`src/c8pd_pkg.sv`:
```
// shared types, codes and the crc-8 step function of the packet deframer
// used by every module of the deframer, depends on nothing
`default_nettype none

package c8pd_pkg;

  typedef enum logic [2:0] {
    PH_IDLE,
    PH_TYPE,
    PH_LEN_LO,
    PH_LEN_HI,
    PH_HEAD_CRC,
    PH_DATA,
    PH_BODY_CRC
  } ph_e;

  typedef enum logic [2:0] {
    EV_NONE,
    EV_TEXT,
    EV_MSG_OK,
    EV_MSG_ERR,
    EV_HEAD_BAD,
    EV_READ
  } ev_e;

  typedef enum logic [1:0] {
    CFG_LIMIT,
    CFG_POLY,
    CFG_START
  } cfg_idx_e;

  localparam logic [10:0] LIMIT_RST = 11'd1024;
  localparam logic [7:0]  POLY_RST  = 8'd7;
  localparam logic [7:0]  START_RST = 8'd170;
  localparam logic [7:0]  NEWLINE   = 8'h0A;

  typedef struct packed {
    logic        en;
    logic        we;
    logic [15:0] addr;
    logic [7:0]  wdata;
  } mem_req_t;

  typedef struct packed {
    ev_e         ev;
    logic [7:0]  ftype;
    logic [10:0] len;
    logic        rd_ok;
  } res_t;

  typedef struct packed {
    ev_e         ev;
    logic [7:0]  ftype;
    logic [10:0] len;
    logic [7:0]  rbyte;
  } out_t;

  // msb-first crc-8, one byte
  function automatic logic [7:0] crc8_step(input logic [7:0] crc, input logic [7:0] data,
                                           input logic [7:0] poly);
    logic [7:0] c;
    c = crc ^ data;
    for (int i = 0; i < 8; i++) begin
      if (c[7]) begin
        c = {c[6:0], 1'b0} ^ poly;
      end else begin
        c = {c[6:0], 1'b0};
      end
    end
    return c;
  endfunction

endpackage

`default_nettype wire

```
`src/c8pd_outq.sv`:
```
// result path: read-data stage behind the buffer and a two-entry output queue
// depends on c8pd_pkg for the result structs
`default_nettype none

module c8pd_outq
  import c8pd_pkg::*;
(
  input  wire logic       clk_i,
  input  wire logic       rst_ni,
  input  wire logic       push_i,
  input  wire res_t       res_i,
  input  wire logic [7:0] mem_rdata_i,
  output logic            ready_o,
  output logic            valid_o,
  input  wire logic       taken_i,
  output out_t            out_o
);

  logic       s1_valid_q, s1_valid_d;
  res_t       s1_res_q;
  out_t       ent_q [2];
  logic       wr_ptr_q, rd_ptr_q;
  logic [1:0] cnt_q, cnt_d;
  logic       pop;
  logic       s1_move;
  out_t       s1_out;

  assign pop     = (cnt_q != 2'd0) && taken_i;
  assign s1_move = s1_valid_q && ((cnt_q != 2'd2) || pop);
  assign ready_o = !(s1_valid_q && (cnt_q == 2'd2));
  assign valid_o = cnt_q != 2'd0;
  assign out_o   = ent_q[rd_ptr_q];

  assign s1_out = '{ev: s1_res_q.ev, ftype: s1_res_q.ftype, len: s1_res_q.len,
                    rbyte: s1_res_q.rd_ok ? mem_rdata_i : 8'h00};

  always_comb begin
    if (push_i) begin
      s1_valid_d = 1'b1;
    end else if (s1_move) begin
      s1_valid_d = 1'b0;
    end else begin
      s1_valid_d = s1_valid_q;
    end
    case ({s1_move, pop})
      2'b10:   cnt_d = cnt_q + 2'd1;
      2'b01:   cnt_d = cnt_q - 2'd1;
      default: cnt_d = cnt_q;
    endcase
  end

  always_ff @(posedge clk_i or negedge rst_ni) begin
    if (!rst_ni) begin
      s1_valid_q <= 1'b0;
      cnt_q      <= '0;
      wr_ptr_q   <= 1'b0;
      rd_ptr_q   <= 1'b0;
    end else begin
      s1_valid_q <= s1_valid_d;
      cnt_q      <= cnt_d;
      if (s1_move) begin
        wr_ptr_q <= !wr_ptr_q;
      end
      if (pop) begin
        rd_ptr_q <= !rd_ptr_q;
      end
    end
  end

  always_ff @(posedge clk_i) begin
    if (push_i) begin
      s1_res_q <= res_i;
    end
    if (s1_move) begin
      ent_q[wr_ptr_q] <= s1_out;
    end
  end

  a_push_lands: assert property (@(posedge clk_i) disable iff (!rst_ni)
    push_i |=> s1_valid_q)
    else $error("accepted request lost before result stage");

  // a blocked result stage keeps its contents
  a_s1_hold: assert property (@(posedge clk_i) disable iff (!rst_ni)
    s1_valid_q && !s1_move |=> s1_valid_q && $stable(s1_res_q))
    else $error("result stage overwritten while blocked");

  a_cnt_range: assert property (@(posedge clk_i) disable iff (!rst_ni)
    cnt_q != 2'd3)
    else $error("output queue overflow");

endmodule

`default_nettype wire

```
`config.mk`:
```
export PLATFORM = sky130hd
export DESIGN_NAME = c8pd_outq
export DESIGN_NICKNAME = d
export VERILOG_FILES = /design/src/c8pd_pkg.sv /design/src/c8pd_outq.sv
export SDC_FILE = /design/constraint.sdc
export NUM_CORES = 1
export LEC_CHECK = 0
export BUFFER_PORTS_ARGS = -buffer_cell sky130_fd_sc_hd__buf_2
export CORE_ASPECT_RATIO = 0.8
export CORE_MARGIN = 2
export CORE_UTILIZATION = 40
export CTS_BUF_LIST = sky130_fd_sc_hd__clkbuf_8
export CTS_CLUSTER_SIZE = 30
export DETAILED_ROUTE_END_ITERATION = 10
export GPL_TIMING_DRIVEN = 0
export PLACE_DENSITY = 0.68
export REMOVE_ABC_BUFFERS = 1
export SETUP_SLACK_MARGIN = 0.3
export SLEW_MARGIN = 20
export SYNTH_ARGS = -nofsm -noshare
export SYNTH_HDL_FRONTEND = slang
export SYNTH_SLANG_ARGS = --single-unit
```
`constraint.sdc`:
```
create_clock -name clk_i -period 3.1 [get_ports clk_i]
set_input_delay 0.62 -clock clk_i [delete_from_list [all_inputs] [get_ports clk_i]]
set_output_delay 0.62 -clock clk_i [all_outputs]
set_load 0.005 [all_outputs]
```
# Yosys cells after proc, flatten, opt, wreduce, memory -nomap -nowiden
# Memories as Yosys holds them, arrays and structs flattened.
# Index checks and enable logic that the tools add are counted.
# totals
memories	1
elab_cells	31
reg_bits	28
out_inout_bits	32
ramBits	60
in_bits	35
# classes
muxes	6
eq_ne	4
n_reduce_logical	10
addsub	2
# memory_table
name	words	width	rd	rd_ports_with_merged_regs	write_ports	line	rtl
ent_q	2	30	1	0	1	c8pd_outq.sv:21	out_t ent_q [2];
# ops
operator	count
$mux W8	1
$reduce_bool A2 Y1	3
$eq A2 B2 Y1 const B	2
$mux W1	4
$pmux W2 S2	1
$logic_and A1 B1 Y1	3
$logic_not A1 Y1	3
$add A2 B1 Y2 const B	1
$eq A2 B1 Y1 const B	1
$ne A2 B2 Y1 const B	1
$sub A2 B1 Y2 const B	1
$logic_or A1 B1 Y1	1

# Longest topological paths before layout
# logic_depth
ltp_word	6
ltp_mapped	3
mapped_depth_nobuf	2

# Worst setup path before layout
# Ideal clock, no wire load.
# synth_timing
path_kind	input to register
from	in taken_i
to	mem ent_q[1][0] in the netlist's numbering, enable pin
setup_slack_ps	716
cell_stages	2
n_path_buf	0
t_arrival_ps	1967
setup_ps	417
cell_sequence	nor3b_1 -> nor2_1
# synth_via
elab_chain_cells	5
# synth_rtl
item	line	rtl
start, declared	c8pd_outq.sv:15	input wire logic taken_i,
$logic_and A1 B1 Y1	c8pd_outq.sv:28	assign pop = (cnt_q != 2'd0) && taken_i;
$logic_or A1 B1 Y1	c8pd_outq.sv:29	assign s1_move = s1_valid_q && ((cnt_q != 2'd2) || pop);
$logic_and A1 B1 Y1	c8pd_outq.sv:29	
$mux W1	c8pd_outq.sv:74	if (s1_move) begin
$mux W1 (not written as such)	c8pd_outq.sv:75	ent_q[wr_ptr_q] <= s1_out;
end, declared	c8pd_outq.sv:21	
# Every way passes these cells.

==> results.json <==
{
  "root_buffer": "clkbuf_8",
  "worst_pin_slew_ns": 0.727,
  "drive_gt1_share_pct": 50.4,
  "rsz0062_at_grt": "false",
  "synth_seq_cells": 88,
  "grt-ovfl-total": 0,
  "sw_frac_of_total_pct": 26.7,
  "synth_area_um2": 3200,
  "cts_tree": "done",
  "wl_per_cell_um": 14.6,
  "antenna_cells": 0,
  "portBuffers": 66,
  "dieArea_um2": 8750,
  "crit_arrival_ns": 1.74,
  "floorplan.initialDensity_pct": 40.9,
  "cts_setup_buffers": 0,
  "finClkSkew_ns": 0.00895,
  "slowest_stage": "dfrtp_2",
  "avgSynthCellArea_um2": 20.7,
  "post-route-min-period_ns": 2.36,
  "status": "finished, final reports clean",
  "ys_seq_area_share_pct": 81.7,
  "clkPwrFrac_pct": 23.8,
  "post_dp_cell_area_um2": 3690,
  "required_ns": 2.48,
  "cp-end-kind": "output pin",
  "startpoint_type": "flip-flop",
  "yosysWarnings": 0,
  "drt_drc_violations_left": 0,
  "finalNetCount": 264,
  "grt_pass1_vias": 1604,
  "worstHoldPathType": "in -> async",
  "r2r_start": "cnt_q[0]",
  "fin_area_um2": 3880,
  "insertion_delay_ns": 0.34,
  "drtAntennaViolNets": 0,
  "fmax_mhz": 423,
  "numCtsBuffers": 9,
  "avgViaCountPerCell": 4.58,
  "ir_drop_v": 0.000416,
  "power.density_nw_per_um2": 827,
  "htreeDepth": 3,
  "leakage_nw": 1.42,
  "drt_iter0_markers": 48,
  "core_area_um2": 7840,
  "grt_use_total_pct": 12.1,
  "period_share_pct": 76.2,
  "die_h_um": 84.1,
  "clk_pin_slew_ns": 0.08,
  "p_switching_uw": 859,
  "grt_max_degree": 32,
  "critPathMaxStageDelay_ns": 0.84,
  "antenna_found_initial": 0,
  "power_frac_seq_pct": 54.1,
  "grt_pass1_wl_um": 7780,
  "vias": 1568,
  "syn_inst": 155,
  "num_io_pins": 67,
  "hold_viol_final": 0,
  "slew_violations": 0,
  "die_w_um": 104,
  "slew_headroom_pct": 51.4,
  "cts_resized": 0,
  "nFillCells": 695,
  "setup_viol": 0,
  "cts_buffer_depth": 2,
  "dr.pass1.iters": 4,
  "clkSinkCount": 88,
  "gp_congestion": 0.732,
  "pwr-share-comb_pct": 22.1,
  "synth.distinct_cells": 24,
  "num_rows": 29,
  "path_cells": "mux2_2 > buf_2",
  "power.internal_mw": 2.35,
  "area_growth_pct": 21.2,
  "fin_util_pct": 49.6,
  "totalWireLength_um": 5010,
  "critPathKind": "reg -> out",
  "hold_buffers": 0,
  "crit_path_max_fanout": 31,
  "cp-startpoint": "rd_ptr_q",
  "cap_violations": 0
}
-- per-layer routing --
layer / global-route usage (%) / wire length, um / part of all wire (%)
met1: 14.9 / 2260 / 45
met2: 19.3 / 2370 / 47
met3: 5.07 / 322 / 6.4
met4: 4.42 / 50 / 1.0
met5: 0 / 0 / 0
-- registers in the layout, summed over array words and instances, names as in the netlist --
register    count
s1_valid_q      1
rd_ptr_q        1
ent_q          60
s1_out         22
cnt_q           2
wr_ptr_q        1
s1_res_q        1
-- cell usage in the layout, fill, tap and decap left out --
cell type / synthesis / layout
and3_1: 1 / 1
and4b_1: 1 / 1
o211ai_1: 1 / 1
nor3b_1: 3 / 3
bufinv_16: 0 / 1
dfrtp_1: 5 / 4
xnor2_1: 1 / 1
o21ai_0: 2 / 2
clkinvlp_4: 0 / 4
or4_1: 1 / 1
clkbuf_8: 0 / 9
or2_2: 1 / 1
a211oi_1: 1 / 1
nand2_1: 2 / 2
buf_12: 0 / 2
and4bb_1: 1 / 1
nand2b_1: 2 / 2
buf_2: 3 / 66
edfxtp_1: 83 / 83
inv_1: 1 / 2
dfrtp_2: 0 / 1
a31o_2: 1 / 1
nor2_4: 0 / 2
and2_1: 8 / 8
mux2_2: 30 / 30
nand4bb_1: 1 / 1
a21oi_1: 1 / 1
inv_6: 0 / 1
nor2b_1: 1 / 1
-- power groups by stage --
stage                     clock (mW)  sequential, mW  combinational [mW]
after global routing           0.842            1.78               0.773
after CTS                      0.789            1.75               0.729
after floorplan                    0            1.72               0.399
final                          0.764            1.74               0.709
after global placement             0            1.77               0.675
after detailed placement           0            1.77               0.724
-- area by class of cell --
cell class	count	area (um2)	area share, %
clock buffers	9	124	3.19
flip-flops and latches	88	2620	67.4
inverters	1	3.75	0.0966
clock inverters	7	72.6	1.87
multi-input cells	61	561	14.4
repair buffers	68	370	9.53
well taps	108	135	3.48
-- metrics by stage --
stage / TNS (ns) / cells / total power, mW / worst slack (ns) / hold WS [ns]
floorplan: 0 / 150 / 2.12 / 0.709 / 0.324
global placement: -20.51 / 324 / 2.45 / -0.345 / 0.422
detailed placement: 0 / 326 / 2.50 / 1.01 / 0.431
CTS: 0 / 342 / 3.26 / 0.681 / 0.0602
global route: 0 / 342 / 3.39 / 0.617 / 0.0583
finish: 0 / 342 / 3.21 / 0.737 / 0.0771
-- cells in the mapped netlist, drive strengths merged --
cell type	n	area, um2
edfxtp	83	2490
mux2	30	338
and2	8	50.1
buf	5	37.5
dfrtp	5	125
nor3b	3	22.5
nand2	2	7.51
nand2b	2	12.5
nor2	2	7.51
o21ai	2	10.0
a211oi	1	7.51
a21oi	1	5.00
a31o	1	8.76
and3	1	6.26
and4b	1	10.0
and4bb	1	12.5
inv	1	3.75
nand4bb	1	11.3
nor2b	1	6.26
o211ai	1	7.51
or2	1	6.26
or4	1	7.51
xnor2	1	8.76
-- cell families after synthesis --
family / share of synthesized area, %
AOI/OAI and AO/OA: 1.21
xor gates and xnor gates: 0.273
buffers and inverters: 1.29
DFF: 81.7
muxes: 10.5
and+or+nand+nor: 5.00
-- worst max-delay path, delay by kind of cell (launching register included) --
kind                   cells  cell delay (ns)
buffers and inverters      1             0.13
muxes                      1             0.42
DFF                        1             0.84
-- worst paths after layout --
| path | slack [ns] | cells past startpoint | endpoint |
|---|---|---|---|
| worst min-delay path | 0.08 | 1 | s1_valid_q |
| worst max register to register | 1.30 | 3 | ent_q[1][18] |
| min in group clk_i | 0.44 | 1 | s1_out[13] |
| worst min register to register | 0.45 | 0 | ent_q[1][25] |
| max in group asynchronous | 2.87 | 1 | rd_ptr_q |
| worst max-delay path | 0.74 | 2 | out_o[12] |
Power figures use the tool's default switching activity.
