===== src/c8pd_pkg.sv =====
// shared types, codes and the crc-8 step function of the packet deframer
// used by every module of the deframer, depends on nothing
`default_nettype none

package c8pd_pkg;

  typedef enum logic [2:0] {
    PH_IDLE,
    PH_TYPE,
    PH_LEN_LO,
    PH_LEN_HI,
    PH_HEAD_CRC,
    PH_DATA,
    PH_BODY_CRC
  } ph_e;

  typedef enum logic [2:0] {
    EV_NONE,
    EV_TEXT,
    EV_MSG_OK,
    EV_MSG_ERR,
    EV_HEAD_BAD,
    EV_READ
  } ev_e;

  typedef enum logic [1:0] {
    CFG_LIMIT,
    CFG_POLY,
    CFG_START
  } cfg_idx_e;

  localparam logic [10:0] LIMIT_RST = 11'd1024;
  localparam logic [7:0]  POLY_RST  = 8'd7;
  localparam logic [7:0]  START_RST = 8'd170;
  localparam logic [7:0]  NEWLINE   = 8'h0A;

  typedef struct packed {
    logic        en;
    logic        we;
    logic [15:0] addr;
    logic [7:0]  wdata;
  } mem_req_t;

  typedef struct packed {
    ev_e         ev;
    logic [7:0]  ftype;
    logic [10:0] len;
    logic        rd_ok;
  } res_t;

  typedef struct packed {
    ev_e         ev;
    logic [7:0]  ftype;
    logic [10:0] len;
    logic [7:0]  rbyte;
  } out_t;

  // msb-first crc-8, one byte
  function automatic logic [7:0] crc8_step(input logic [7:0] crc, input logic [7:0] data,
                                           input logic [7:0] poly);
    logic [7:0] c;
    c = crc ^ data;
    for (int i = 0; i < 8; i++) begin
      if (c[7]) begin
        c = {c[6:0], 1'b0} ^ poly;
      end else begin
        c = {c[6:0], 1'b0};
      end
    end
    return c;
  endfunction

endpackage

`default_nettype wire


===== src/c8pd_parser.sv =====
// byte parser: config registers, frame state, crc update and buffer requests
// depends on c8pd_pkg for codes, structs and crc8_step
`default_nettype none

module c8pd_parser
  import c8pd_pkg::*;
#(
  parameter int unsigned BUF_DEPTH = 1024
) (
  input  wire logic        clk_i,
  input  wire logic        rst_ni,
  input  wire logic        cfg_we_i,
  input  wire logic [1:0]  cfg_idx_i,
  input  wire logic [10:0] cfg_wdata_i,
  input  wire logic        push_i,
  input  wire logic        op_i,
  input  wire logic [7:0]  rx_byte_i,
  input  wire logic [9:0]  read_index_i,
  output mem_req_t         mem_req_o,
  output res_t             res_o
);

  localparam logic [15:0] DEPTH16 = 16'(BUF_DEPTH);

  logic [10:0] limit_q;
  logic [7:0]  poly_q;
  logic [7:0]  start_q;

  ph_e         phase_q, phase_d;
  logic [7:0]  type_q, type_d;
  logic [7:0]  crc_q, crc_d;
  logic [15:0] count_q, count_d;
  logic [10:0] pos_q, pos_d;

  logic [15:0] lim;
  logic [15:0] cnt_inc;
  logic [15:0] cnt_full;
  logic [15:0] pos16;
  logic [10:0] pos_inc;
  logic [7:0]  crc_next;

  always_ff @(posedge clk_i or negedge rst_ni) begin
    if (!rst_ni) begin
      limit_q <= LIMIT_RST;
      poly_q  <= POLY_RST;
      start_q <= START_RST;
    end else if (cfg_we_i) begin
      case (cfg_idx_e'(cfg_idx_i))
        CFG_LIMIT: limit_q <= cfg_wdata_i;
        CFG_POLY:  poly_q  <= cfg_wdata_i[7:0];
        CFG_START: start_q <= cfg_wdata_i[7:0];
        default: ;
      endcase
    end
  end

  always_ff @(posedge clk_i or negedge rst_ni) begin
    if (!rst_ni) begin
      phase_q <= PH_IDLE;
      type_q  <= '0;
      crc_q   <= '0;
      count_q <= '0;
      pos_q   <= '0;
    end else begin
      phase_q <= phase_d;
      type_q  <= type_d;
      crc_q   <= crc_d;
      count_q <= count_d;
      pos_q   <= pos_d;
    end
  end

  // limit clamped to 1..depth
  always_comb begin
    if (limit_q == '0) begin
      lim = 16'd1;
    end else if ({5'b0, limit_q} > DEPTH16) begin
      lim = DEPTH16;
    end else begin
      lim = {5'b0, limit_q};
    end
  end

  assign cnt_inc  = count_q + 16'd1;
  assign cnt_full = {rx_byte_i, count_q[7:0]};
  assign pos16    = {5'b0, pos_q};
  assign pos_inc  = pos_q + 11'd1;
  assign crc_next = crc8_step((phase_q == PH_TYPE) ? 8'h00 : crc_q, rx_byte_i, poly_q);

  always_comb begin
    phase_d   = phase_q;
    type_d    = type_q;
    crc_d     = crc_q;
    count_d   = count_q;
    pos_d     = pos_q;
    mem_req_o = '{en: 1'b0, we: 1'b0, addr: '0, wdata: rx_byte_i};
    res_o     = '{ev: EV_NONE, ftype: '0, len: '0, rd_ok: 1'b0};

    if (push_i && op_i) begin
      res_o.ev        = EV_READ;
      res_o.rd_ok     = {6'b0, read_index_i} < DEPTH16;
      mem_req_o.en    = 1'b1;
      mem_req_o.addr  = {6'b0, read_index_i};
    end else if (push_i) begin
      case (phase_q)
        PH_IDLE: begin
          if (rx_byte_i == start_q) begin
            phase_d = PH_TYPE;
            if (count_q != '0) begin
              res_o.ev  = EV_TEXT;
              res_o.len = count_q[10:0];
              count_d   = '0;
            end
          end else begin
            mem_req_o.en   = count_q < DEPTH16;
            mem_req_o.we   = 1'b1;
            mem_req_o.addr = count_q;
            if (cnt_inc >= lim || rx_byte_i == NEWLINE) begin
              res_o.ev  = EV_TEXT;
              res_o.len = count_q[10:0];
              count_d   = '0;
            end else begin
              count_d = cnt_inc;
            end
          end
        end
        PH_TYPE: begin
          type_d  = rx_byte_i;
          crc_d   = crc_next;
          phase_d = PH_LEN_LO;
        end
        PH_LEN_LO: begin
          count_d = {8'h00, rx_byte_i};
          crc_d   = crc_next;
          phase_d = PH_LEN_HI;
        end
        PH_LEN_HI: begin
          if (cnt_full > lim) begin
            res_o.ev    = EV_MSG_ERR;
            res_o.ftype = type_q;
            res_o.len   = lim[10:0];
            count_d     = '0;
            phase_d     = PH_IDLE;
          end else begin
            count_d = cnt_full;
            pos_d   = '0;
            crc_d   = crc_next;
            phase_d = PH_HEAD_CRC;
          end
        end
        PH_HEAD_CRC: begin
          if (crc_q == rx_byte_i) begin
            phase_d = PH_DATA;
          end else begin
            res_o.ev    = EV_HEAD_BAD;
            res_o.ftype = type_q;
            count_d     = '0;
            phase_d     = PH_IDLE;
          end
        end
        PH_DATA: begin
          mem_req_o.en   = pos16 < DEPTH16;
          mem_req_o.we   = 1'b1;
          mem_req_o.addr = pos16;
          crc_d          = crc_next;
          pos_d          = pos_inc;
          if ({5'b0, pos_inc} >= count_q) begin
            phase_d = PH_BODY_CRC;
          end
        end
        PH_BODY_CRC: begin
          res_o.ev    = (crc_q == rx_byte_i) ? EV_MSG_OK : EV_MSG_ERR;
          res_o.ftype = type_q;
          res_o.len   = count_q[10:0];
          count_d     = '0;
          phase_d     = PH_IDLE;
        end
        default: begin
          count_d = '0;
          phase_d = PH_IDLE;
        end
      endcase
    end
  end

  // payload position stays below the announced length, or is zero
  a_data_pos: assert property (@(posedge clk_i) disable iff (!rst_ni)
    phase_q == PH_DATA |-> (pos16 < count_q) || (pos_q == '0))
    else $error("payload position past frame length");

  // text fill never reaches the buffer end
  a_idle_count: assert property (@(posedge clk_i) disable iff (!rst_ni)
    phase_q == PH_IDLE |-> count_q < DEPTH16)
    else $error("text count out of buffer");

endmodule

`default_nettype wire


===== config.mk =====
export PLATFORM = sky130hd
export DESIGN_NAME = c8pd_parser
export DESIGN_NICKNAME = d
export VERILOG_FILES = /design/src/c8pd_pkg.sv /design/src/c8pd_parser.sv
export SDC_FILE = /design/constraint.sdc
export NUM_CORES = 1
export LEC_CHECK = 0
export BUFFER_PORTS_ARGS = -buffer_cell sky130_fd_sc_hd__buf_2
export CORE_MARGIN = 8
export CORE_UTILIZATION = 45
export CTS_CLUSTER_SIZE = 20
export DETAILED_ROUTE_END_ITERATION = 8
export HOLD_SLACK_MARGIN = 0.03
export PLACE_DENSITY = 0.72
export SYNTH_ARGS = -nofsm -noshare
export SYNTH_HDL_FRONTEND = slang
export SYNTH_SLANG_ARGS = --single-unit

===== constraint.sdc =====
create_clock -name clk_i -period 6.1 [get_ports clk_i]
set_input_delay 0.305 -clock clk_i [delete_from_list [all_inputs] [get_ports clk_i]]
set_output_delay 0.305 -clock clk_i [all_outputs]
set_load 0.01 [all_outputs]

; Word-level counts from Yosys, hierarchy flattened
; Cells that the tools add are included.
[word_totals]
in_bits = 36
out_inout_bits = 49
reg_bits = 73
elab_cells = 112
[op_classes]
n_reduce_logical = 19
mux = 48
n_lt_le_gt_ge = 6
eq_ne = 17
add_sub_neg = 2
bitwise_logic = 11
[ops]
columns = operator, count
row1 = 2-to-1 mux 16 bit, 6
row2 = 2-to-1 mux 8 bit, 10
row3 = one-hot mux 16 bit (5 select lines), 1
row4 = 2-to-1 mux 11 bit, 7
row5 = bitwise XOR 8 bit, 9
row6 = 2-to-1 mux 18 bit, 2
row7 = one-hot mux 18 bit (2 select lines), 1
row8 = one-hot mux 11 bit (3 select lines), 1
row9 = one-hot mux 8 bit (3 select lines), 1
row10 = 2-to-1 mux 22 bit, 1
row11 = one-hot mux 11 bit (2 select lines), 1
row12 = 2-to-1 mux 21 bit, 1
row13 = 2-to-1 mux 19 bit, 1
row14 = 2-to-1 mux 3 bit, 6
row15 = one-hot mux 3 bit (6 select lines), 1
row16 = "adder 16 x 1 -> 16 bit, second input constant", 1
row17 = == test 8 bit, 2
row18 = >= comparator 11 x 16 -> 1 bit, 1
row19 = >= comparator 16 bit, 1
row20 = > comparator 16 bit, 1
row21 = "less-than comparator 16 x 11 -> 1 bit, second input constant", 1
row22 = one-hot mux 8 bit (2 select lines), 1
row23 = nonzero test 16 bit, 1
row24 = one-hot mux 3 bit (4 select lines), 1
row25 = other kinds (26), 44

; Longest topological paths before layout
; Gate-level depths: netlist of run 1.
[depth]
ltp_word = 21
mapped_depth = 18
mapped_depth_nobuf = 17

; Least setup slack after synthesis of run 1
; No wires, ideal clock.
[synth_timing]
path_kind = reg2reg
from = register phase_q[2]
to = register crc_q[2]
setup_ps = 125
path_stages_with_launch = 16
path_buffers = 2
t_required_ps = 5975
synth_period_minus_slack_ps = 4109
path_slack_ps = 1991
t_arrival_ps = 3984
path_cell_list = dfrtp_1 > buf_6 > or3b_1 > buf_6 > a211oi_4 > o22ai_2 > o31a_1 > o21ai_1 > xnor3_1 > xnor2_2 > xnor2_2 > or4b_2 > nand3b_1 > a32oi_1 > xnor2_1 > mux2_2
[synth_between]
elab_chain_len = 20
elab_cells_between_ends = 28
cone_classes = eq/ne: 5 / mux: 11 / bitwise: 9 / reduce/logical: 3
[synth_rtl]
columns = item, line
row1 = "start, declared", c8pd_parser.sv:29  ; ph_e phase_q, phase_d;
row2 = "start signal, assigned", c8pd_parser.sv:65  ; phase_q <= phase_d;
row3 = == test 3 x 1 -> 1 bit, "c8pd_parser.sv:88, c8pd_parser.sv:105"
row4 = 2-to-1 mux 8 bit, c8pd_parser.sv:88  ; assign crc_next = crc8_step((phase_q == PH_TYPE) ? 8'h00 : crc_q, rx_byte_i, poly_q);
row5 = bitwise XOR 8 bit, c8pd_pkg.sv:62  ; c = crc ^ data;
row6 = bitwise XOR 8 bit, c8pd_pkg.sv:65  ; c = {c[6:0], 1'b0} ^ poly;
row7 = 2-to-1 mux 8 bit, c8pd_pkg.sv:64  ; if (c[7]) begin
row8 = bitwise XOR 8 bit, c8pd_pkg.sv:65
row9 = 2-to-1 mux 8 bit, c8pd_pkg.sv:64
row10 = bitwise XOR 8 bit, c8pd_pkg.sv:65
row11 = [... 4 more ...], --
row12 = 2-to-1 mux 8 bit, c8pd_pkg.sv:64
row13 = 2-to-1 mux 8 bit or bitwise XOR 8 bit (tied branches), "c8pd_pkg.sv:64, c8pd_pkg.sv:65"
row14 = bitwise XOR 8 bit or 2-to-1 mux 8 bit (tied branches), "c8pd_pkg.sv:65, c8pd_pkg.sv:64"
row15 = 2-to-1 mux 8 bit or bitwise XOR 8 bit (tied branches), "c8pd_pkg.sv:64, c8pd_pkg.sv:65"
row16 = bitwise XOR 8 bit or 2-to-1 mux 8 bit (tied branches), "c8pd_pkg.sv:65, c8pd_pkg.sv:64"
row17 = 2-to-1 mux 8 bit, c8pd_pkg.sv:64
row18 = 2-to-1 mux 8 bit, c8pd_parser.sv:138  ; if (cnt_full > lim) begin
row19 = one-hot mux 8 bit (2 select lines), c8pd_parser.sv:105  ; case (phase_q)
row20 = "end signal, assigned", c8pd_parser.sv:67  ; crc_q <= crc_d;
row21 = "end, declared", c8pd_parser.sv:31  ; logic [7:0] crc_q, crc_d;
; Several ways; a longest one is shown, not always the timed one. The select of a mux whose other input is x is not followed.
; A chain may end at the register's enable or synchronous reset.

; Worst setup path in the final report of run 1
[layout_timing]
from = register phase_q[1]
to = register crc_q[6]
[layout_between]
elab_chain_len = 20
elab_cells_between_ends = 28
cone_classes = eq/ne: 5 / mux: 11 / bitwise: 9 / reduce/logical: 3
[layout_rtl]
columns = item, line
row1 = == test 3 x 1 -> 1 bit, "c8pd_parser.sv:88, c8pd_parser.sv:105"
row2 = 2-to-1 mux 8 bit, c8pd_parser.sv:88
row3 = bitwise XOR 8 bit, c8pd_pkg.sv:62
row4 = bitwise XOR 8 bit, c8pd_pkg.sv:65
row5 = 2-to-1 mux 8 bit, c8pd_pkg.sv:64
row6 = 2-to-1 mux 8 bit or bitwise XOR 8 bit (tied branches), "c8pd_pkg.sv:64, c8pd_pkg.sv:65"
row7 = bitwise XOR 8 bit or 2-to-1 mux 8 bit (tied branches), "c8pd_pkg.sv:65, c8pd_pkg.sv:64"
row8 = 2-to-1 mux 8 bit or bitwise XOR 8 bit (tied branches), "c8pd_pkg.sv:64, c8pd_pkg.sv:65"
row9 = [... 4 more ...], --
row10 = bitwise XOR 8 bit or 2-to-1 mux 8 bit (tied branches), "c8pd_pkg.sv:65, c8pd_pkg.sv:64"
row11 = 2-to-1 mux 8 bit or bitwise XOR 8 bit (tied branches), "c8pd_pkg.sv:64, c8pd_pkg.sv:65"
row12 = bitwise XOR 8 bit or 2-to-1 mux 8 bit (tied branches), "c8pd_pkg.sv:65, c8pd_pkg.sv:64"
row13 = 2-to-1 mux 8 bit or bitwise XOR 8 bit (tied branches), "c8pd_pkg.sv:64, c8pd_pkg.sv:65"
row14 = bitwise XOR 8 bit or 2-to-1 mux 8 bit (tied branches), "c8pd_pkg.sv:65, c8pd_pkg.sv:64"
row15 = 2-to-1 mux 8 bit, c8pd_pkg.sv:64
row16 = 2-to-1 mux 8 bit, c8pd_parser.sv:138
row17 = one-hot mux 8 bit (2 select lines), c8pd_parser.sv:105
; Several ways; a longest one is shown, not always the timed one. The select of a mux whose other input is x is not followed.

==> results.rst, run 1 <==
.. list-table::
   :header-rows: 1

   * - Metric
     - Value
   * - Leakage dissipation
     - 3.35 nW
   * - Setup CP Type
     - reg -> reg
   * - Post-CTS setup buffers
     - 0
   * - Placement Rows
     - 45
   * - Synthesized netlist cell count
     - 787
   * - Worst IR Drop VDD
     - 0.572 mV
   * - Worst hold-check path type
     - in -> async
   * - Global route total overflow
     - 0
   * - Total Die Area
     - 0.0192 mm^2
   * - Antenna violations before repair
     - 0
   * - Post-synthesis sequential area ratio
     - 27.1%
   * - Number of synthesized register bits
     - 73
   * - Quantity of gates resized following cts
     - 0
   * - Total clock sinks
     - 73
   * - Slew at the pin closest to its max-slew limit
     - 1.14 ns
   * - Cell with the largest stage delay on the worst path
     - sky130_fd_sc_hd__xnor2_1
   * - Area of the multi-input gates
     - 0.00457 mm^2
   * - Total number of cells along the worst setup path
     - 13
   * - Syn. warnings
     - 0
   * - Count of final max-slew check failures
     - 0
   * - Netlist cell types
     - 79
   * - Count of buffer and inverter cells on the critical path
     - 0
   * - CP peak stage delay
     - 0.92 ns
   * - Core occupancy in the finished layout
     - 50.1%
   * - Worst reg-to-reg path cell count
     - 13
   * - Critical path cell sequence
     - or3b_1 -> a211o_1 -> o21ai_0 -> nand4_1 -> xnor2_2 -> mux2i_1 -> xnor2_2 -> xnor2_1 -> nand2b_2 -> o21ai_1 -> a221o_1 -> or4b_1 -> nand3_1
   * - Worst Slack Setup Final
     - 0.974 ns
   * - Filler instances
     - 1437
   * - Cell taking the most area after synthesis
     - sky130_fd_sc_hd__dfrtp_1
   * - DRC violations left
     - 0
   * - Maximum fanout along the worst path
     - 20
   * - Number of nets in the synthesized netlist
     - 860
   * - Number of enable flip-flop cells after synthesis
     - 0
   * - Drt via density
     - 5.94
   * - Unrepaired setup endpoints after global routing
     - false
   * - Global-route usage over all layers
     - 20.0%
   * - Total Negative Setup Slacks
     - 0 ns
   * - Endpoint kind of the worst setup timing path
     - register
   * - Cell type with the highest occurrence count on the critical path
     - sky130_fd_sc_hd__xnor2_2
   * - Pwr dens
     - 708 mW/mm^2
   * - # diodes
     - 0
   * - Reg-to-reg critical path endpoint
     - crc_q[6]$_DFFE_PN0P_
   * - Period minus WS final
     - 5.13 ns
   * - Violation count after the first detailed-routing iteration
     - 517
   * - Dominant cells by area after synthesis
     - sky130_fd_sc_hd__dfrtp_1 24%, sky130_fd_sc_hd__ha_1 6.8%, sky130_fd_sc_hd__xnor2_1 6.1%
   * - Hold Buf Count CTS
     - 0
   * - Max-cap violation count
     - 0
   * - Most frequent standard cell in the layout excluding fill and tap cells
     - sky130_fd_sc_hd__nand2_1
   * - Number of buffers between clock root and the deepest sink
     - 2
   * - Die boundary height
     - 139 um
   * - Total standard cell area after synthesis
     - 0.00677 mm^2
   * - Most used flip-flop cell after synthesis
     - sky130_fd_sc_hd__dfrtp_1
   * - Via total after detailed routing
     - 6054
   * - Relative slew margins
     - 23.4%
   * - Port bufs
     - 84
   * - Horizontal die dimension
     - 139 um
   * - Clock tree from TritonCTS
     - built
   * - Worst setup slack for register-to-register paths
     - 0.97 ns
   * - CP endpoint
     - crc_q[6]$_DFFE_PN0P_
   * - I/O pin cnt
     - 85
   * - Placeable core area
     - 0.0150 mm^2
   * - Antenna viol nets, final
     - 0
   * - Source-to-sink clock delay at the later pin of the worst-skew pair
     - 0.34 ns
   * - Clock-pin slew of the registers on the worst-case setup and hold paths
     - 0.06 ns
   * - Worst reg2reg path startpoint
     - phase_q[1]$_DFFE_PN0P_
   * - Post-route fraction of the period consumed by the critical path
     - 84.0%
   * - Commonest cells after routing, fill and taps aside
     - 93 x sky130_fd_sc_hd__nand2_1, 83 x sky130_fd_sc_hd__buf_2, 65 x sky130_fd_sc_hd__dfrtp_1
   * - Wire length reported by the detailed router
     - 19.1 mm
   * - Maximum number of pins on one net before global-route repair
     - 74
   * - Required time reported for the critical path endpoint
     - 6.38 ns
   * - Num CTS Buffers
     - 9
   * - Dominant delay contributor by cell family on the critical path
     - simple AND/OR/NAND/NOR gates
   * - Mapped Avg Cell Area
     - 8.61 um^2
   * - Register area
     - 0.00184 mm^2
   * - Run status
     - complete, no violations
   * - Gp weighted congestion
     - 0.907
   * - Global-route wire length before repair
     - 31.7 mm
   * - Sort of element at the start of the critical path
     - register
   * - Maximum level of the CTS H-tree
     - 3
   * - Post-Place Setup Slack
     - 1.03 ns
   * - Final setup violating endpoints
     - 0
   * - Layout overhead on the synthesized area
     - 10.7%
   * - Async SR Flop Fraction
     - 100%
   * - First-pass DRT Iterations
     - 5
   * - Initial Util
     - 45.2%
   * - DPL Wire Length
     - 14.0 mm
   * - Top-area cell type share of the netlist area
     - 24.0%
   * - Highest clock rate
     - 195 MHz
   * - Final setup skew
     - 0.0106 ns
   * - Final number of hold-violating endpoints
     - 0
   * - Root cell of the clock tree
     - sky130_fd_sc_hd__clkbuf_16
   * - Share of layout cells above drive strength 1
     - 20.8%
   * - Launching instance or port of the critical path
     - phase_q[1]$_DFFE_PN0P_
   * - Nets
     - 900
   * - Number of global-route vias before repair
     - 6088
   * - WP data arrival
     - 5.41 ns
   * - Routed wire per std cell
     - 18.7 um
==> cell families after synthesis <==
family,synth area share [%]
flip-flops,27.1
AND/OR/NAND/NOR,23.1
adder cells (fa/ha/maj),6.84
AO/OA/AOI/OAI,18.9
multiplexers,6.72
buffers and inverters,5.45
XOR/XNOR,11.9
==> area by class of cell <==
type | instances | share of cell area [%]
clock buffers | 12 | 3.42
clock inverters | 4 | 0.684
inverters | 26 | 1.30
multi-input cells | 630 | 61.0
flip-flops and latches | 73 | 24.5
well taps | 188 | 3.14
repair buffers | 87 | 5.94
==> where the power goes <==
part | internal [mW] | total, mW | switching, mW | leakage, nW
Sequential | 0.611 | 0.803 | 0.192 | 0.907
Combinational | 1.90 | 3.94 | 2.05 | 2.30
Clock | 0.339 | 0.558 | 0.218 | 0.149
Total | 2.85 | 5.30 | 2.46 | 3.35
==> state kept, by name, summed over array words and instances, names as in the netlist <==
register / count
phase_q: 3
pos_q: 11
limit_q: 11
start_q: 8
crc_q: 8
type_q: 8
poly_q: 8
count_q: 16
==> routing by layer <==
layer | vias to the layer above | part of all wire [%] | track usage (%)
met4 | 0 | 2.0 | 6.99
li1 | 2903 | - | -
met5 | - | 0 | 0
met2 | 208 | 48 | 33.0
met3 | 30 | 5.9 | 3.20
met1 | 2913 | 44 | 26.1
==> worst min-delay path by stage <==
stage	endpoint	slack [ns]	cells past startpoint
after detailed placement	type_q[4]$_DFFE_PN0P_	0.49	1
after CTS	type_q[6]$_DFFE_PN0P_	0.16	1
after global placement	type_q[5]$_DFFE_PN0P_	0.48	1
final	type_q[7]$_DFFE_PN0P_	0.11	1
after floorplan	count_q[0]$_DFFE_PN0P_	0.009	0
after global routing	limit_q[8]$_DFFE_PN0P_	0.19	2
==> stage by stage <==
stage	hold slack (ns)	total power [mW]	instance area [um^2]	std cells
2_1_floorplan	0.00941	4.10	6770	787
3_3_place_gp	0.482	4.64	7190	1004
3_5_place_dp	0.490	4.70	7190	1004
4_1_cts	0.164	5.29	7500	1020
5_1_grt	0.192	5.75	7500	1020
6_report	0.110	5.30	7500	1020
==> Yosys cell counts, drive strengths merged (10+ instances only) <==
library cell	instances
a21o	13
a21oi	21
a22oi	20
a32o	19
and2	21
and3	12
buf	17
clkbuf	41
dfrtp	65
ha	37
inv	24
mux2	36
nand2	93
nand2b	15
nand3	30
nand4	15
nor2	41
nor2b	16
nor3	16
o211ai	10
o21a	18
o21ai	46
xnor2	53
xor2	16
(Power assumes the default switching activity.)
==> run 2, diff against run 1 <==
==> constraint.sdc (replaced) <==
create_clock -name clk_i -period 5 [get_ports clk_i]
set_input_delay 0.25 -clock clk_i [delete_from_list [all_inputs] [get_ports clk_i]]
set_output_delay 0.25 -clock clk_i [all_outputs]
set_load 0.01 [all_outputs]
==> run 2 against run 1 <==
- die area stayed put
- highest routed layer unchanged
- hold slack worse by 0.055 ns
- via count is 0.91% higher
- combinational power is 28% higher
- worst setup slack worse by 0.69 ns
- global-route usage is 0.14 points lower
- critical path depth is 5 higher
- utilization is 0.84 points higher
- largest power group unchanged
==> results.rst, run 2 (synthesized netlist as in run 1, its figures left out) <==
.. list-table::
   :header-rows: 1

   * - Metric
     - Value
   * - Max-cap violation count
     - 0 (unchanged)
   * - Period minus WS final
     - 4.72 ns
   * - Global-route usage over all layers
     - 19.9% (-0.14 points)
   * - Post-Place Setup Slack
     - 0.319 ns (-0.716 ns)
   * - Total clock sinks
     - 73 (unchanged)
   * - Post-CTS setup buffers
     - 0 (unchanged)
   * - Total Die Area
     - 0.0192 mm^2 (unchanged)
   * - Gp weighted congestion
     - 0.922 (+1.6%)
   * - Count of final max-slew check failures
     - 0 (unchanged)
   * - Number of global-route vias before repair
     - 5919 (-2.8%)
   * - Drt via density
     - 5.94 (about the same)
   * - Global-route wire length before repair
     - 31.1 mm (-1.6%)
   * - Final setup violating endpoints
     - 0 (unchanged)
   * - Placement Rows
     - 45 (unchanged)
   * - Maximum fanout along the worst path
     - 11 (-45%)
   * - DRC violations left
     - 0 (unchanged)
   * - Placeable core area
     - 0.0150 mm^2 (unchanged)
   * - Total Negative Setup Slacks
     - 0 ns (unchanged)
   * - Commonest cells after routing, fill and taps aside
     - 93 x sky130_fd_sc_hd__nand2_1, 83 x sky130_fd_sc_hd__buf_2, 65 x sky130_fd_sc_hd__dfrtp_1
   * - Violation count after the first detailed-routing iteration
     - 601 (+16%)
   * - Unrepaired setup endpoints after global routing
     - false
   * - Nets
     - 909 (+1.0%)
   * - Relative slew margins
     - 22.0% (-1.4 points)
   * - Layout overhead on the synthesized area
     - 12.6%
   * - Required time reported for the critical path endpoint
     - 4.75 ns (-1.63 ns)
   * - I/O pin cnt
     - 85 (unchanged)
   * - Final cell area excluding filler cells
     - 0.00762 mm^2 (+1.7%)
   * - Run status
     - complete, no violations
   * - WP data arrival
     - 4.47 ns (-0.94 ns)
   * - CP endpoint
     - res_o[7]
   * - Port bufs
     - 84 (unchanged)
   * - Via total after detailed routing
     - 6109 (+0.91%)
   * - Cell area after placement
     - 0.00726 mm^2 (+0.94%)
   * - Source-to-sink clock delay at the later pin of the worst-skew pair
     - 0.35 ns (about the same)
   * - Worst reg-to-reg path cell count
     - 13 (unchanged)
   * - Endpoint kind of the worst setup timing path
     - primary output
   * - Most frequent standard cell in the layout excluding fill and tap cells
     - sky130_fd_sc_hd__nand2_1
   * - Root cell of the clock tree
     - sky130_fd_sc_hd__clkbuf_16
   * - Horizontal die dimension
     - 139 um (unchanged)
   * - Pwr dens
     - 886 mW/mm^2 (+25%)
   * - Most flop-heavy register
     - count_q
   * - Setup CP Type
     - reg -> out
   * - Maximum level of the CTS H-tree
     - 3 (unchanged)
   * - First-pass DRT Iterations
     - 6 (+1)
   * - Reg-to-reg critical path endpoint
     - crc_q[2]$_DFFE_PN0P_
   * - Worst hold-check path type
     - in -> async
   * - Die boundary height
     - 139 um (unchanged)
   * - Sort of element at the start of the critical path
     - register
   * - Hold Buf Count CTS
     - 0 (unchanged)
   * - Slew at the pin closest to its max-slew limit
     - 1.17 ns (+0.0261 ns)
   * - Share of layout cells above drive strength 1
     - 21.6% (+0.85 points)
   * - Num CTS Buffers
     - 9 (unchanged)
   * - Routed wire per std cell
     - 18.7 um (-0.22%)
   * - Final number of hold-violating endpoints
     - 0 (unchanged)
   * - Number of buffers between clock root and the deepest sink
     - 2 (unchanged)
   * - Initial Util
     - 45.2% (unchanged)
   * - Maximum number of pins on one net before global-route repair
     - 74 (unchanged)
   * - # diodes
     - 0 (unchanged)
   * - Worst IR Drop VDD
     - 0.634 mV (+11%)
   * - Quantity of gates resized following cts
     - 0 (unchanged)
   * - Post-layout instance count excluding filler cells
     - 1029 (+0.88%)
   * - Highest clock rate
     - 212 MHz
   * - Worst setup slack for register-to-register paths
     - 0.47 ns (-0.50 ns)
   * - Leakage dissipation
     - 3.42 nW (+2.1%)
   * - Post-route fraction of the period consumed by the critical path
     - 94.4%
   * - Final setup skew
     - 0.00864 ns (-0.00193 ns)
   * - Max reg flops
     - 16 (unchanged)
   * - Placed insts
     - 1013 (+0.90%)
   * - Global route total overflow
     - 0 (unchanged)
   * - Worst Slack Setup Final
     - 0.279 ns (-0.695 ns)
   * - Clock-pin slew of the registers on the worst-case setup and hold paths
     - 0.06 ns (about the same)
   * - DPL Wire Length
     - 14.2 mm (+1.2%)
   * - Leading registers by flop count
     - count_q x16, limit_q x11, pos_q x11
   * - Antenna violations before repair
     - 1 (+1)
   * - Antenna viol nets, final
     - 0 (unchanged)
   * - Clock tree from TritonCTS
     - built
   * - Launching instance or port of the critical path
     - limit_q[4]$_DFFE_PN0P_
   * - Wire length reported by the detailed router
     - 19.2 mm (+0.67%)
   * - Worst reg2reg path startpoint
     - phase_q[1]$_DFFE_PN0P_
-- run 2: worst min path at each step --
stage,start,end,cells after the start,slack [ns]
2_1_floorplan,rst_ni,count_q[0]$_DFFE_PN0P_,0,-0.05
3_3_place_gp,cfg_wdata_i[10],limit_q[10]$_DFFE_PN1P_,3,0.46
3_5_place_dp,rst_ni,count_q[13]$_DFFE_PN0P_,1,0.47
4_1_cts,rst_ni,count_q[13]$_DFFE_PN0P_,1,0.1
5_1_grt,cfg_wdata_i[9],limit_q[9]$_DFFE_PN0P_,2,0.13
6_report,rst_ni,count_q[12]$_DFFE_PN0P_,1,0.06
-- run 2: per-layer routing --
metal,vias up,wire (um),global-route usage [%]
li1,2908,-,-
met1,2945,8540,25.5
met2,220,9040,32.7
met3,36,1180,3.75
met4,0,452,7.11
met5,-,0,0
-- run 2: final cells by class --
class,count,area (um^2)
Clock buffer,12,256
Clock inverter,4,98.8
Fill cell,1425,7350
Inverter,26,97.6
Multi-Input combinational cell,630,4590
Sequential cell,73,1840
Tap cell,188,235
Timing Repair Buffer,96,513
-- run 2: where the power goes --
group	total, mW	internal [mW]	switching, mW
registers	0.933	0.746	0.187
logic	5.04	2.42	2.62
clock network	0.784	0.516	0.268
total	6.75	3.68	3.07
-- run 2: through the flow --
stage	hold slack [ns]	util [%]	power, mW
global route	0.133	50.9	7.26
finish	0.0553	50.9	6.75
detailed placement	0.471	48.5	5.83
CTS	0.0999	50.8	6.64
floorplan	-0.0456	-	5.00
global placement	0.462	48.5	5.77
-- run 2: critical path: stages, from the launching register on --
cell and delay (ns):
sky130_fd_sc_hd__dfrtp_1 0.42, sky130_fd_sc_hd__nor4_1 0.30, sky130_fd_sc_hd__nand3_1 0.14, sky130_fd_sc_hd__a21oi_1 0.37, sky130_fd_sc_hd__ha_1 0.21, sky130_fd_sc_hd__a21boi_0 0.08, sky130_fd_sc_hd__o21a_1 0.18, sky130_fd_sc_hd__o21a_1 0.17
sky130_fd_sc_hd__o21a_1 0.16, sky130_fd_sc_hd__o21a_1 0.17, sky130_fd_sc_hd__o21a_1 0.17, sky130_fd_sc_hd__o21a_1 0.16, sky130_fd_sc_hd__o21a_1 0.17, sky130_fd_sc_hd__o21a_1 0.16, sky130_fd_sc_hd__o21ai_0 0.28, sky130_fd_sc_hd__a21oi_1 0.15
sky130_fd_sc_hd__a21o_1 0.33, sky130_fd_sc_hd__a32o_1 0.35, sky130_fd_sc_hd__buf_2 0.15
==> run 3, diff against run 2 <==
--- a/config.mk
+++ b/config.mk
@@ -12,6 +12,7 @@
 export DETAILED_ROUTE_END_ITERATION = 8
 export HOLD_SLACK_MARGIN = 0.03
 export PLACE_DENSITY = 0.72
+export RECOVER_POWER = 50
 export SYNTH_ARGS = -nofsm -noshare
 export SYNTH_HDL_FRONTEND = slang
 export SYNTH_SLANG_ARGS = --single-unit
==> constraint.sdc (replaced) <==
create_clock -name clk_i -period 5.15 [get_ports clk_i]
set_input_delay 0.2575 -clock clk_i [delete_from_list [all_inputs] [get_ports clk_i]]
set_output_delay 0.2575 -clock clk_i [all_outputs]
set_load 0.01 [all_outputs]
==> run 3 against run 2 <==
- the flow now finishes with violations (capacitance limit, slew limit)
- global-route usage shrank 0.31 points
- combinational power decreased by 5.6%
- flip-flop and latch count is the same
- via count barely moved
- non-clock buffer count shrank 3
- final area decreased by 1.5%
- first-iteration DRC count down 14%
==> results.rst, run 3 (synthesized netlist as in run 1, its figures left out) <==
.. list-table::
   :header-rows: 1

   * - Metric
     - Value
   * - DPL Wire Length
     - 13.9 mm (-1.9%)
   * - Antenna violations before repair
     - 0 (-1)
   * - Routed wire per std cell
     - 18.3 um (-2.2%)
   * - Unrepaired setup endpoints after global routing
     - false
   * - Global route total overflow
     - 0 (unchanged)
   * - Worst IR Drop VDD
     - 0.606 mV (-4.4%)
   * - Global-route met1 utilization
     - 24.9% (-0.59 points)
   * - Filler instances
     - 1453 (+2.0%)
   * - Post-CTS setup buffers
     - 0 (unchanged)
   * - Drt via density
     - 5.95 (+0.23%)
   * - Pwr dens
     - 840 mW/mm^2 (-5.2%)
   * - Hold Buf Count CTS
     - 0 (unchanged)
   * - Max-cap violation count
     - 1 (+1)
   * - Nets
     - 906 (-0.33%)
   * - Global-route usage over all layers
     - 19.6% (-0.31 points)
   * - Number of global-route vias before repair
     - 5884 (-0.59%)
   * - Met3 GRT Util
     - 3.65% (-0.10 points)
   * - Clock tree from TritonCTS
     - built
   * - Slew at the pin closest to its max-slew limit
     - 4.13 ns (+2.96 ns)
   * - Cell type with the highest occurrence count on the critical path
     - sky130_fd_sc_hd__o21a_1
   * - Violations in the final reports
     - capacitance limit, slew limit
   * - CP peak stage delay
     - 0.42 ns (about the same)
   * - Highest-utilization routing layer at the global route stage
     - met2
   * - Final setup violating endpoints
     - 0 (unchanged)
   * - Setup CP Type
     - reg -> out
   * - Critical path cell sequence
     - nor4_1 -> nand3_1 -> a21oi_1 -> ha_1 -> a21boi_0 -> o21a_1 -> o21a_1 -> o21a_1 -> o21a_1 -> o21a_1 -> o21a_1 -> o21a_1 -> o21a_1 -> o21ai_0 -> a21oi_1 -> a21o_1 -> a32o_1 -> buf_2
   * - Relative slew margins
     - -175% (-200 points)
   * - Maximum fanout along the worst path
     - 11 (unchanged)
   * - Count of final max-slew check failures
     - 74 (+74)
   * - Die boundary height
     - 139 um (unchanged)
   * - Layout overhead on the synthesized area
     - 10.8%
   * - Port bufs
     - 84 (unchanged)
   * - Via total after detailed routing
     - 6105 (-0.065%)
   * - Num CTS Buffers
     - 9 (unchanged)
   * - Global-route wire length before repair
     - 30.8 mm (-1.1%)
   * - Dominant delay contributor by cell family on the critical path
     - compound AO/OA/AOI/OAI gates
   * - Cell with the largest stage delay on the worst path
     - sky130_fd_sc_hd__dfrtp_1
   * - Count of buffer and inverter cells on the critical path
     - 1 (unchanged)
   * - Total design power
     - 6.31 mW (-6.6%)
   * - WP data arrival
     - 4.55 ns (+0.08 ns)
   * - Leading registers by flop count
     - count_q x16, limit_q x11, pos_q x11
   * - Worst hold-check path type
     - in -> reg
   * - Gp weighted congestion
     - 0.894 (-3.1%)
   * - Source-to-sink clock delay at the later pin of the worst-skew pair
     - 0.35 ns (about the same)
   * - Total clock sinks
     - 73 (unchanged)
   * - Antenna viol nets, final
     - 0 (unchanged)
   * - DRC violations left
     - 0 (unchanged)
   * - Sort of element at the start of the critical path
     - register
   * - Required time reported for the critical path endpoint
     - 4.89 ns (+0.14 ns)
   * - First-pass DRT Iterations
     - 4 (-2)
   * - Initial Util
     - 45.2% (unchanged)
   * - Placement Rows
     - 45 (unchanged)
   * - Endpoint kind of the worst setup timing path
     - primary output
   * - Maximum number of pins on one net before global-route repair
     - 74 (unchanged)
   * - Most flop-heavy register
     - count_q
   * - Period minus WS final
     - 4.81 ns
   * - Worst Slack Setup Final
     - 0.340 ns (+0.0608 ns)
   * - # diodes
     - 0 (unchanged)
   * - Core occupancy in the finished layout
     - 50.1% (-0.78 points)
   * - I/O pin cnt
     - 85 (unchanged)
   * - Horizontal die dimension
     - 139 um (unchanged)
   * - Met2 Usage GRT
     - 32.3% (-0.39 points)
   * - Root cell of the clock tree
     - sky130_fd_sc_hd__clkbuf_16
   * - Wire length reported by the detailed router
     - 18.7 mm (-2.4%)
   * - Share of layout cells above drive strength 1
     - 19.6% (-2.1 points)
   * - Highest clock rate
     - 208 MHz
   * - Post-route fraction of the period consumed by the critical path
     - 93.4%
   * - Violation count after the first detailed-routing iteration
     - 517 (-14%)
   * - Total Negative Setup Slacks
     - 0 ns (unchanged)
   * - Most frequent standard cell in the layout excluding fill and tap cells
     - sky130_fd_sc_hd__nand2_1
   * - Total Die Area
     - 0.0192 mm^2 (unchanged)
   * - Run status
     - complete, but fails checks
   * - Clock-pin slew of the registers on the worst-case setup and hold paths
     - 0.06 ns (about the same)
   * - Number of buffers between clock root and the deepest sink
     - 2 (unchanged)
   * - Max reg flops
     - 16 (unchanged)
   * - Placeable core area
     - 0.0150 mm^2 (unchanged)
   * - Final number of hold-violating endpoints
     - 0 (unchanged)
   * - Post-Place Setup Slack
     - 0.603 ns (+0.284 ns)
   * - Final setup skew
     - 0.00666 ns (-0.00199 ns)
   * - Leakage dissipation
     - 3.34 nW (-2.3%)
   * - Commonest cells after routing, fill and taps aside
     - 93 x sky130_fd_sc_hd__nand2_1, 74 x sky130_fd_sc_hd__buf_2, 65 x sky130_fd_sc_hd__dfrtp_1
   * - Maximum level of the CTS H-tree
     - 3 (unchanged)
[run 3: changes by cell type in the layout (fill, tap and decap cells not counted), moves of 2 or more]
cell	previous run	this run
sky130_fd_sc_hd__clkbuf_1	1	14
sky130_fd_sc_hd__bufinv_16	3	1
sky130_fd_sc_hd__buf_4	13	7
sky130_fd_sc_hd__dfstp_2	8	5
sky130_fd_sc_hd__clkinv_2	0	3
sky130_fd_sc_hd__buf_2	83	74
sky130_fd_sc_hd__dfstp_1	0	3
[run 3: final timing paths]
| kind | slack [ns] | from | cells after the start | end |
|---|---|---|---|---|
| max | 0.34 | limit_q[5]$_DFFE_PN0P_ | 18 | res_o[8] |
| min | 0.14 | cfg_wdata_i[10] | 3 | limit_q[10]$_DFFE_PN1P_ |
| max reg2reg | 0.40 | poly_q[7]$_DFFE_PN0P_ | 14 | crc_q[2]$_DFFE_PN0P_ |
| min reg2reg | 0.50 | type_q[3]$_DFFE_PN0P_ | 1 | type_q[3]$_DFFE_PN0P_ |
| max in group asynchronous | 1.47 | rst_ni | 1 | poly_q[6]$_DFFE_PN0P_ |
| min in group asynchronous | 1.37 | rst_ni | 1 | pos_q[10]$_DFFE_PN0P_ |
[run 3: worst min-delay path: stages]
cell	delay [ns]
sky130_fd_sc_hd__buf_2	0.08
sky130_fd_sc_hd__nand2_1	0.04
sky130_fd_sc_hd__o21ai_0	0.07
[run 3: report_power, final]
part	switching [mW]	internal [mW]	total [mW]
registers	0.189	0.722	0.911
logic	2.46	2.30	4.76
clock network	0.253	0.386	0.640
[run 3: what timing repair did]
action | CTS | global route
gates resized for setup | 0 | 1
endpoints found under the setup margin | 0 | 8
hold endpoints to repair | 0 | 0
[run 3: metrics by stage]
step | instance area [um^2] | cells | hold slack [ns]
2_1_floorplan | 6770 | 787 | -0.0381
3_3_place_gp | 7230 | 1010 | 0.471
3_5_place_dp | 7230 | 1010 | 0.484
4_1_cts | 7530 | 1026 | 0.116
5_1_grt | 7510 | 1026 | 0.135
6_report | 7510 | 1026 | 0.137
[run 3: area by class of cell]
class | count | area [um^2] | area share, %
clock buffer | 12 | 246 | 3.28
clock inverter | 4 | 45.0 | 0.600
inverter | 26 | 97.6 | 1.30
multi-input combinational | 630 | 4580 | 61.0
sequential | 73 | 1840 | 24.5
tap | 188 | 235 | 3.13
timing repair buffer | 93 | 468 | 6.23
[run 3: routing by layer]
metal / share of wire [%] / vias up / wire length (um)
met4: 2.3 / 0 / 424
li1: - / 2913 / -
met3: 5.6 / 32 / 1050
met1: 45 / 2962 / 8430
met5: 0 / - / 0
met2: 47 / 198 / 8830
